==> config.mk <==
export PLATFORM = sky130hd
export DESIGN_NAME = rtt_rto_estimator
export DESIGN_NICKNAME = d
export VERILOG_FILES = /design/src/hdl/rre_pkg.sv /design/src/hdl/rtt_rto_estimator.sv /design/src/hdl/rre_cfg.sv /design/src/hdl/rre_core.sv /design/src/hdl/rre_alarm.sv
export SDC_FILE = /design/constraint.sdc
export NUM_CORES = 2
export LEC_CHECK = 0
export BUFFER_PORTS_ARGS = -buffer_cell sky130_fd_sc_hd__buf_2
export CORE_MARGIN = 2
export CORE_UTILIZATION = 34
export CTS_BUF_LIST = sky130_fd_sc_hd__clkbuf_16
export CTS_CLUSTER_DIAMETER = 50
export DETAILED_ROUTE_END_ITERATION = 6
export MAX_ROUTING_LAYER = met4
export SYNTH_ARGS = -nofsm -noshare
export SYNTH_HDL_FRONTEND = slang
export SYNTH_SLANG_ARGS = --single-unit
==> constraint.sdc <==
create_clock -name clk_i -period 16 [get_ports clk_i]
set_input_delay 0.8 -clock clk_i [delete_from_list [all_inputs] [get_ports clk_i]]
set_output_delay 0.8 -clock clk_i [all_outputs]
set_load 0.1 [all_outputs]
==> src/hdl/rre_pkg.sv <==
`timescale 1ns / 1ps
// ----------------------------------------------------------------------------
// rre_pkg
// Shared types, codes and constants of the round-trip time and retransmission
// timeout estimator.
// ----------------------------------------------------------------------------
package rre_pkg;

  localparam int FracBitsDef = 4;

  localparam int OpW     = 2;
  localparam int MeasW   = 20;
  localparam int CfgMsW  = 20;
  localparam int RetryW  = 8;
  localparam int RtoW    = 36;
  localparam int AlarmW  = 23;
  localparam int EstW    = 24;
  localparam int AddrW   = 4;
  localparam int ApbW    = 32;

  localparam logic [OpW-1:0] OpInit    = 2'd0;
  localparam logic [OpW-1:0] OpNewPkt  = 2'd1;
  localparam logic [OpW-1:0] OpMeasure = 2'd2;
  localparam logic [OpW-1:0] OpTimeout = 2'd3;

  localparam logic [1:0] RegRtoMin     = 2'd0;
  localparam logic [1:0] RegRtoMax     = 2'd1;
  localparam logic [1:0] RegMaxRetries = 2'd2;

  localparam logic [CfgMsW-1:0] RtoMinRst     = 20'd2000;
  localparam logic [CfgMsW-1:0] RtoMaxRst     = 20'd60000;
  localparam logic [RetryW-1:0] MaxRetriesRst = 8'd3;

  localparam int DevInitMs = 500;
  localparam int RtoInitMs = 2000;
  localparam int MsPerSec  = 1000;

  typedef struct packed {
    logic [CfgMsW-1:0] rto_min;
    logic [CfgMsW-1:0] rto_max;
    logic [RetryW-1:0] max_retries;
  } cfg_t;

  typedef struct packed {
    logic [EstW-1:0] rtt_deviation;
    logic [EstW-1:0] smoothed_rtt;
    logic            give_up;
    logic [RtoW-1:0] rto;
  } res_t;

endpackage

==> src/hdl/rtt_rto_estimator.sv <==
`timescale 1ns / 1ps
// ----------------------------------------------------------------------------
// rtt_rto_estimator
// Retransmission timeout estimator with smoothed round-trip time and mean
// deviation tracking.
//
// Events enter on the s_axis channel: tuser carries the opcode (init, new
// packet, measurement, timeout) and tdata the measured round-trip time in
// milliseconds. Every event yields exactly one result transfer on m_axis
// with the timeout, its value in whole seconds, the give-up flag, and the
// smoothed estimate and deviation after the update.
// The block accepts one event per cycle unless m_axis stalls. An event passes
// an input register, the state update, the seconds conversion and the output
// register; the state update works directly on the registered state, so
// consecutive events can follow back to back. When m_axis is stalled the
// stages fill up and s_axis tready falls only once every stage holds a
// transfer. Reset empties the pipeline and restores the register and estimator
// reset values. The user must write the clamps and the retry limit over the
// APB port only while no event is in flight; the block does not enforce this.
// ----------------------------------------------------------------------------
module rtt_rto_estimator
  import rre_pkg::*;
#(
  parameter int FracBits = FracBitsDef
) (
  input  logic             clk_i,
  input  logic             rst_ni,
  input  logic             s_axis_tvalid,
  output logic             s_axis_tready,
  input  logic [23:0]      s_axis_tdata,  // measured_ms [19:0], zero [23:20]
  input  logic [OpW-1:0]   s_axis_tuser,  // opcode [1:0]
  output logic             m_axis_tvalid,
  input  logic             m_axis_tready,
  // rto_ms_q4 [35:0], alarm_seconds [58:36], give_up [59], smoothed_rtt_q4 [83:60],
  // rtt_deviation_q4 [107:84], zero [111:108]
  output logic [111:0]     m_axis_tdata,
  input  logic             psel,
  input  logic             penable,
  input  logic             pwrite,
  input  logic [AddrW-1:0] paddr,
  input  logic [ApbW-1:0]  pwdata,
  output logic [ApbW-1:0]  prdata,
  output logic             pready
);

  cfg_t              cfg;
  logic              v0_q;
  logic [OpW-1:0]    op0_q;
  logic [MeasW-1:0]  meas0_q;
  logic              core_ready;
  logic              v1;
  logic              alarm_ready;
  res_t              res1, res_out;
  logic [AlarmW-1:0] alarm;

  rre_cfg u_cfg (
    .clk_i   (clk_i),
    .rst_ni  (rst_ni),
    .psel    (psel),
    .penable (penable),
    .pwrite  (pwrite),
    .paddr   (paddr),
    .pwdata  (pwdata),
    .prdata  (prdata),
    .pready  (pready),
    .cfg_o   (cfg)
  );

  assign s_axis_tready = !v0_q || core_ready;

  always_ff @(posedge clk_i or negedge rst_ni) begin
    if (!rst_ni) begin
      v0_q <= 1'b0;
    end else if (s_axis_tready) begin
      v0_q <= s_axis_tvalid;
    end
  end

  always_ff @(posedge clk_i) begin
    if (s_axis_tvalid && s_axis_tready) begin
      op0_q   <= s_axis_tuser;
      meas0_q <= s_axis_tdata[MeasW-1:0];
    end
  end

  rre_core #(
    .FracBits (FracBits)
  ) u_core (
    .clk_i       (clk_i),
    .rst_ni      (rst_ni),
    .cfg_i       (cfg),
    .in_valid_i  (v0_q),
    .in_ready_o  (core_ready),
    .op_i        (op0_q),
    .meas_i      (meas0_q),
    .out_valid_o (v1),
    .out_ready_i (alarm_ready),
    .res_o       (res1)
  );

  rre_alarm #(
    .FracBits (FracBits)
  ) u_alarm (
    .clk_i       (clk_i),
    .rst_ni      (rst_ni),
    .in_valid_i  (v1),
    .in_ready_o  (alarm_ready),
    .res_i       (res1),
    .out_valid_o (m_axis_tvalid),
    .out_ready_i (m_axis_tready),
    .res_o       (res_out),
    .alarm_o     (alarm)
  );

  assign m_axis_tdata = {4'b0, res_out.rtt_deviation, res_out.smoothed_rtt,
                         res_out.give_up, alarm, res_out.rto};

endmodule

==> src/hdl/rre_cfg.sv <==
`timescale 1ns / 1ps
// ----------------------------------------------------------------------------
// rre_cfg
// Configuration register file with a write/read bus port: timeout clamps and
// the retry limit.
// ----------------------------------------------------------------------------
module rre_cfg
  import rre_pkg::*;
(
  input  logic             clk_i,
  input  logic             rst_ni,
  input  logic             psel,
  input  logic             penable,
  input  logic             pwrite,
  input  logic [AddrW-1:0] paddr,
  input  logic [ApbW-1:0]  pwdata,
  output logic [ApbW-1:0]  prdata,
  output logic             pready,
  output cfg_t             cfg_o
);

  cfg_t       cfg_q;
  logic       wr_en;
  logic [1:0] reg_idx;

  assign pready  = 1'b1;
  assign wr_en   = psel && penable && pwrite;
  assign reg_idx = paddr[3:2];
  assign cfg_o   = cfg_q;

  always_ff @(posedge clk_i or negedge rst_ni) begin
    if (!rst_ni) begin
      cfg_q.rto_min     <= RtoMinRst;
      cfg_q.rto_max     <= RtoMaxRst;
      cfg_q.max_retries <= MaxRetriesRst;
    end else if (wr_en) begin
      case (reg_idx)
        RegRtoMin:     cfg_q.rto_min     <= pwdata[CfgMsW-1:0];
        RegRtoMax:     cfg_q.rto_max     <= pwdata[CfgMsW-1:0];
        RegMaxRetries: cfg_q.max_retries <= pwdata[RetryW-1:0];
        default: begin
        end
      endcase
    end
  end

  always_comb begin
    case (reg_idx)
      RegRtoMin:     prdata = ApbW'(cfg_q.rto_min);
      RegRtoMax:     prdata = ApbW'(cfg_q.rto_max);
      RegMaxRetries: prdata = ApbW'(cfg_q.max_retries);
      default:       prdata = '0;
    endcase
  end

endmodule

==> src/hdl/rre_core.sv <==
`timescale 1ns / 1ps
// ----------------------------------------------------------------------------
// rre_core
// Estimator state and its registered update: smoothed round-trip time, mean
// deviation, clamped timeout with doubling on timeouts, and retry counting.
// ----------------------------------------------------------------------------
module rre_core
  import rre_pkg::*;
#(
  parameter int FracBits = FracBitsDef
) (
  input  logic             clk_i,
  input  logic             rst_ni,
  input  cfg_t             cfg_i,
  input  logic             in_valid_i,
  output logic             in_ready_o,
  input  logic [OpW-1:0]   op_i,
  input  logic [MeasW-1:0] meas_i,
  output logic             out_valid_o,
  input  logic             out_ready_i,
  output res_t             res_o
);

  localparam int ScaledW = MeasW + FracBits;
  localparam int DeltaW  = ((ScaledW > EstW) ? ScaledW : EstW) + 1;
  localparam logic [EstW-1:0] DevInit = EstW'(DevInitMs << FracBits);
  localparam logic [RtoW-1:0] RtoInit = RtoW'(RtoInitMs << FracBits);
  localparam logic [RtoW-1:0] RtoSat  = '1;
  localparam logic [RtoW-1:0] RtoHalf = RtoSat >> 1;
  localparam logic [EstW-1:0] EstMax  = '1;

  logic [EstW-1:0]   srtt_q, srtt_d;
  logic [EstW-1:0]   dev_q, dev_d;
  logic [RtoW-1:0]   rto_q, rto_d;
  logic [RetryW-1:0] retry_q, retry_d;
  logic              give_up_q, give_up_d;
  logic              valid_q;
  logic              adv;

  logic signed [DeltaW-1:0] meas_s, delta, mag, srtt_sum, dev_sum;
  logic [EstW-1:0]          srtt_m, dev_m;
  logic [RtoW-1:0]          rto_m, rto_init_c, lo_lim, hi_lim;
  logic [RetryW:0]          retry_next;

  function automatic logic [EstW-1:0] sat_est(input logic signed [DeltaW-1:0] x);
    logic [EstW-1:0] r;
    if (x < 0) begin
      r = '0;
    end else if (x > $signed({1'b0, (DeltaW-1)'(EstMax)})) begin
      r = EstMax;
    end else begin
      r = x[EstW-1:0];
    end
    return r;
  endfunction

  function automatic logic [RtoW-1:0] clamp_rto(input logic [RtoW-1:0] x,
                                                input logic [RtoW-1:0] lo,
                                                input logic [RtoW-1:0] hi);
    logic [RtoW-1:0] r;
    if (x < lo) begin
      r = lo;
    end else if (x > hi) begin
      r = hi;
    end else begin
      r = x;
    end
    return r;
  endfunction

  assign in_ready_o  = !valid_q || out_ready_i;
  assign adv         = in_valid_i && in_ready_o;
  assign out_valid_o = valid_q;

  assign lo_lim = RtoW'(cfg_i.rto_min) << FracBits;
  assign hi_lim = RtoW'(cfg_i.rto_max) << FracBits;

  always_comb begin
    meas_s     = $signed(DeltaW'(meas_i) << FracBits);
    delta      = meas_s - $signed(DeltaW'(srtt_q));
    mag        = (delta < 0) ? -delta : delta;
    srtt_sum   = $signed(DeltaW'(srtt_q)) + (delta >>> 3);
    srtt_m     = sat_est(srtt_sum);
    dev_sum    = $signed(DeltaW'(dev_q)) + ((mag - $signed(DeltaW'(dev_q))) >>> 2);
    dev_m      = sat_est(dev_sum);
    rto_m      = clamp_rto(RtoW'(srtt_m) + (RtoW'(dev_m) << 2), lo_lim, hi_lim);
    rto_init_c = clamp_rto(RtoW'(DevInit) << 2, lo_lim, hi_lim);
    retry_next = {1'b0, retry_q} + (RetryW+1)'(1);
  end

  always_comb begin
    srtt_d    = srtt_q;
    dev_d     = dev_q;
    rto_d     = rto_q;
    retry_d   = retry_q;
    give_up_d = 1'b0;
    case (op_i)
      OpInit: begin
        srtt_d  = '0;
        dev_d   = DevInit;
        rto_d   = rto_init_c;
        retry_d = '0;
      end
      OpNewPkt: begin
        retry_d = '0;
      end
      OpMeasure: begin
        srtt_d = srtt_m;
        dev_d  = dev_m;
        rto_d  = rto_m;
      end
      OpTimeout: begin
        rto_d     = (rto_q > RtoHalf) ? RtoSat : (rto_q << 1);
        give_up_d = retry_next > {1'b0, cfg_i.max_retries};
        retry_d   = retry_next[RetryW] ? '1 : retry_next[RetryW-1:0];
      end
      default: begin
      end
    endcase
  end

  always_ff @(posedge clk_i or negedge rst_ni) begin
    if (!rst_ni) begin
      srtt_q  <= '0;
      dev_q   <= DevInit;
      rto_q   <= RtoInit;
      retry_q <= '0;
      valid_q <= 1'b0;
    end else begin
      if (in_ready_o) begin
        valid_q <= in_valid_i;
      end
      if (adv) begin
        srtt_q  <= srtt_d;
        dev_q   <= dev_d;
        rto_q   <= rto_d;
        retry_q <= retry_d;
      end
    end
  end

  always_ff @(posedge clk_i) begin
    if (adv) begin
      give_up_q <= give_up_d;
    end
  end

  assign res_o.rto           = rto_q;
  assign res_o.give_up       = give_up_q;
  assign res_o.smoothed_rtt  = srtt_q;
  assign res_o.rtt_deviation = dev_q;

endmodule

==> src/hdl/rre_alarm.sv <==
`timescale 1ns / 1ps
// ----------------------------------------------------------------------------
// rre_alarm
// Two-stage conversion of the timeout to whole seconds, rounded half up, by a
// reciprocal multiplication; the second stage is the output register.
// ----------------------------------------------------------------------------
module rre_alarm
  import rre_pkg::*;
#(
  parameter int FracBits = FracBitsDef
) (
  input  logic              clk_i,
  input  logic              rst_ni,
  input  logic              in_valid_i,
  output logic              in_ready_o,
  input  res_t              res_i,
  output logic              out_valid_o,
  input  logic              out_ready_i,
  output res_t              res_o,
  output logic [AlarmW-1:0] alarm_o
);

  // The timeout plus half a second is divided by 2^(FracBits+3), then by 125.
  localparam int SumW  = RtoW + 1;
  localparam int YW    = SumW - FracBits - 3;
  localparam int ShK   = YW + 7;
  localparam int MulW  = YW + 1;
  localparam int ProdW = YW + MulW;
  localparam logic [SumW-1:0] HalfSec   = SumW'((MsPerSec << FracBits) >> 1);
  localparam logic [63:0]     RecipFull = ((64'd1 << ShK) + 64'd124) / 64'd125;
  localparam logic [MulW-1:0] Recip     = RecipFull[MulW-1:0];

  logic             v2_q, v3_q;
  logic             rdy3;
  res_t             res2_q, res3_q;
  logic [YW-1:0]    y_q;
  logic [SumW-1:0]  sum;
  logic [ProdW-1:0] prod_q;

  assign rdy3       = !v3_q || out_ready_i;
  assign in_ready_o = !v2_q || rdy3;
  assign sum        = {1'b0, res_i.rto} + HalfSec;

  always_ff @(posedge clk_i or negedge rst_ni) begin
    if (!rst_ni) begin
      v2_q <= 1'b0;
      v3_q <= 1'b0;
    end else begin
      if (in_ready_o) begin
        v2_q <= in_valid_i;
      end
      if (rdy3) begin
        v3_q <= v2_q;
      end
    end
  end

  always_ff @(posedge clk_i) begin
    if (in_ready_o && in_valid_i) begin
      res2_q <= res_i;
      y_q    <= sum[SumW-1:FracBits+3];
    end
    if (rdy3 && v2_q) begin
      res3_q <= res2_q;
      prod_q <= ProdW'(y_q) * ProdW'(Recip);
    end
  end

  assign out_valid_o = v3_q;
  assign res_o       = res3_q;
  assign alarm_o     = AlarmW'(prod_q >> ShK);

endmodule

==> impl_metrics.csv <==
group,metric,value,unit
sta,skew,54.5,ps
sta,drv_slew,0,
synthesis,synth_top_area_share,0.208,
clock_tree,cts_sinks,390,
clock_tree,postCtsSetupBuffers,0,
synthesis,ys_seq_area_frac,0.311,
placement,port_buffers,180,
sta,period_share,0.906,
flow_run,cap_viol_max_count,0,
global_routing,grt_max_degree,90,
placement,dpl.cell_count,4975,
clock_tree,cts_root_buffer,"clkbuf_16",
drt,wire_per_inst,18.9,um
drt,drcViolationCount,0,
clock_tree,ctsHtreeMaxLevel,3,
clock_tree,cts_hold_buffers,0,
floorplanning,row_count,118,
synthesis,yosys_warnings,0,
synthesis,synthArstFlopShare,0.369,
synthesis,synth_cell_types,92,
worst_setup_path,r2r_end,"u_core.rto_q[1]",
worst_setup_path,r2r_slack,1500,ps
synthesis,yosysMostFrequentCell,"inv_1",
worst_setup_path,cp_slowest_cell,"xnor3_1",
drt,ant_nets,0,
sta,fin_crit,14500,ps
global_routing,antenna_found_initial,14,
synthesis,synth_flop_cell,"edfxtp_1",
sta,tightest_slew,1010,ps
global_routing,grt_pass1_vias,26300,
global_routing,grt_first_pass_wirelength,150,mm
synthesis,netlist_area,35500,sq um
finish,final_net_count,4545,
worst_setup_path,crit_path_max_fanout,27,
clock_tree,clkLatencyLatePin,650,ps
floorplanning,initial_core_util,0.343,
clock_tree,cts_buffer_depth,3,
outcome,status,"completed",
worst_setup_path,start_kind,"flop",
sta,finalSetupViolCount,0,
floorplanning,dieArea,107000,sq um
finish,final_design_area_no_fill,40400,sq um
clock_tree,path_clk_slew,60,ps
placement,finalWeightedCongestion,0.928,
placement,dp_hpwl,76.5,mm
worst_setup_path,endpoint_kind,"flop",
sta,tns,0,ps
placement,dpl-instance-area,38100,sq um
finish,drive_above_1_share,0.108,
worst_setup_path,worstPathArrival,15020,ps
sta,relSlewSlack,0.320,
worst_setup_path,cp_common_cell,"ha_1",
worst_setup_path,regToRegStartpoint,"u_core.srtt_q[11]",
sta,hold_violations,0,
floorplanning,core,103000,sq um
clock_tree,cts_tree,"done",
floorplanning,die_width,327,um
finish,fill_cells,10100,
worst_setup_path,worst_r2r_path_depth,53,
global_routing,track_usage,0.189,
drt,via_per_inst,4.97,
synthesis,yosys.area.top_type,"edfxtp_1",
drt,num_vias,25400,
synthesis,syn_inst,3454,
synthesis,yosys_register_bits,390,
finish,area_growth_syn_to_layout,13.8,%
synthesis,avgSynthCellArea,10.3,sq um
worst_setup_path,worstPathRequired,16520,ps
worst_setup_path,crit_type,"reg -> reg",
synthesis,synth_top_cells_by_count,"635 x inv_1, 534 x ha_1, 279 x fa_1, 246 x edfxtp_1, 197 x o21ai_0",
synthesis,synth-edff-count,246,
drt,firstDrtPassIters,5,
sta,fmax,69.0,MHz
clock_tree,ctsResizeCount,0,
finish,fin_cells,5111,
synthesis,synth.area.top_cells,"edfxtp_1 21%, ha_1 19%, fa_1 16%, dfrtp_1 8.3%, inv_1 6.7%",
global_routing,grt-ovfl-total,0,
hold_path,hp-class,"in -> async",
sta,rsz0062_at_grt,"no",
floorplanning,ios,216,
floorplanning,die_h,327,um
worst_setup_path,max_stage_delay,720,ps
clock_tree,numCtsBuffers,66,
drt,drt_iter0_markers,1367,
drt,drt_wl_total,96.8,mm
==> layout make-up <==
class                      instances  area [sq um]  area share
clock buffer                      66          1650      0.0409
multi-input combinational       2351         21700       0.538
tap                             1380          1730      0.0427
inverter                         637          2390      0.0592
antenna                           14          35.0    0.000867
clock inverter                    56           651      0.0161
sequential                       390         11000       0.273
timing repair buffer             217          1180      0.0293
==> registers in the layout (all words and copies together) (netlist names), 23 cells and up <==
name            cells
u_alarm.res_o      85
u_cfg.cfg_o        48
u_alarm.res2_q     85
u_core.dev_q       24
u_alarm.prod_q     23
u_core.srtt_q      24
u_core.rto_q       36
u_alarm.y_q        30
==> per-layer routing <==
layer	wire, um	share of wire	track usage
met3	4870	0.050	0.0346
met5	0	0	-
met1	40400	0.42	0.221
met2	48000	0.50	0.324
met4	3540	0.037	0.0666
==> worst max-delay path by stage <==
stage	endpoint	slack (ps)	cells after the start	from
detailed placement	u_core.rto_q[0]	1780	52	u_core.srtt_q[5]
CTS	u_core.rto_q[1]	1690	53	u_core.srtt_q[5]
global route	u_core.rto_q[1]	620	53	u_core.srtt_q[5]
floorplan	u_core.rto_q[3]	3910	56	u_core.srtt_q[17]
global placement	u_core.rto_q[0]	1870	52	u_core.srtt_q[6]
finish	u_core.rto_q[1]	1500	53	u_core.srtt_q[11]
==> kinds of logic (layout without fill, tap and decap cells) <==
logic type | after synthesis | in the layout | synth area share
AO/OA/AOI/OAI | 689 | 689 | 0.125
XOR/XNOR | 161 | 161 | 0.0406
adder cells (fa/ha/maj) | 814 | 814 | 0.346
buffers and inverters | 728 | 976 | 0.0795
flip-flops | 390 | 390 | 0.311
multiplexers | 35 | 35 | 0.0103
other | 2 | 31 | 0.000212
AND/OR/NAND/NOR | 635 | 635 | 0.0877
==> worst max-delay path, delay by kind of cell (launching register included) <==
kind / cells / cell delay (ps)
adder cells (fa/ha/maj): 5 / 1620
buffers and inverters: 3 / 360
AND/OR/NAND/NOR: 13 / 2710
XOR/XNOR: 3 / 1040
AO/OA/AOI/OAI: 29 / 8170
flip-flops: 1 / 420
==> stage by stage <==
step                      setup slack (ps)  hold WS, ps  utilization
final                                 1500          235        0.390
after global routing                   622          293        0.390
after CTS                             1690          271        0.390
after detailed placement              1780          405        0.368
after global placement                1870          404        0.368
after floorplan                       3910          400            -
==> cells in the final DEF (no fill, tap or decap), types with 27 or more instances in the layout <==
master | Yosys | layout
buf_2 | 5 | 179
buf_4 | 22 | 37
fa_1 | 279 | 279
a21oi_1 | 154 | 154
nand3_1 | 65 | 65
clkbuf_16 | 0 | 66
a211oi_1 | 30 | 30
edfxtp_1 | 246 | 246
dfrtp_1 | 117 | 117
dfstp_2 | 27 | 27
ha_1 | 534 | 534
xor2_1 | 57 | 57
o21ai_0 | 197 | 197
o21a_1 | 30 | 30
nor3_1 | 45 | 44
nor2b_1 | 32 | 31
nand2b_1 | 32 | 32
nor2_1 | 157 | 156
nand2_1 | 177 | 177
inv_1 | 635 | 639
a21o_1 | 65 | 65
xnor2_1 | 102 | 101
Power is not shown: default switching activity piles up to over one toggle a cycle in this logic, so the estimate is an artifact.
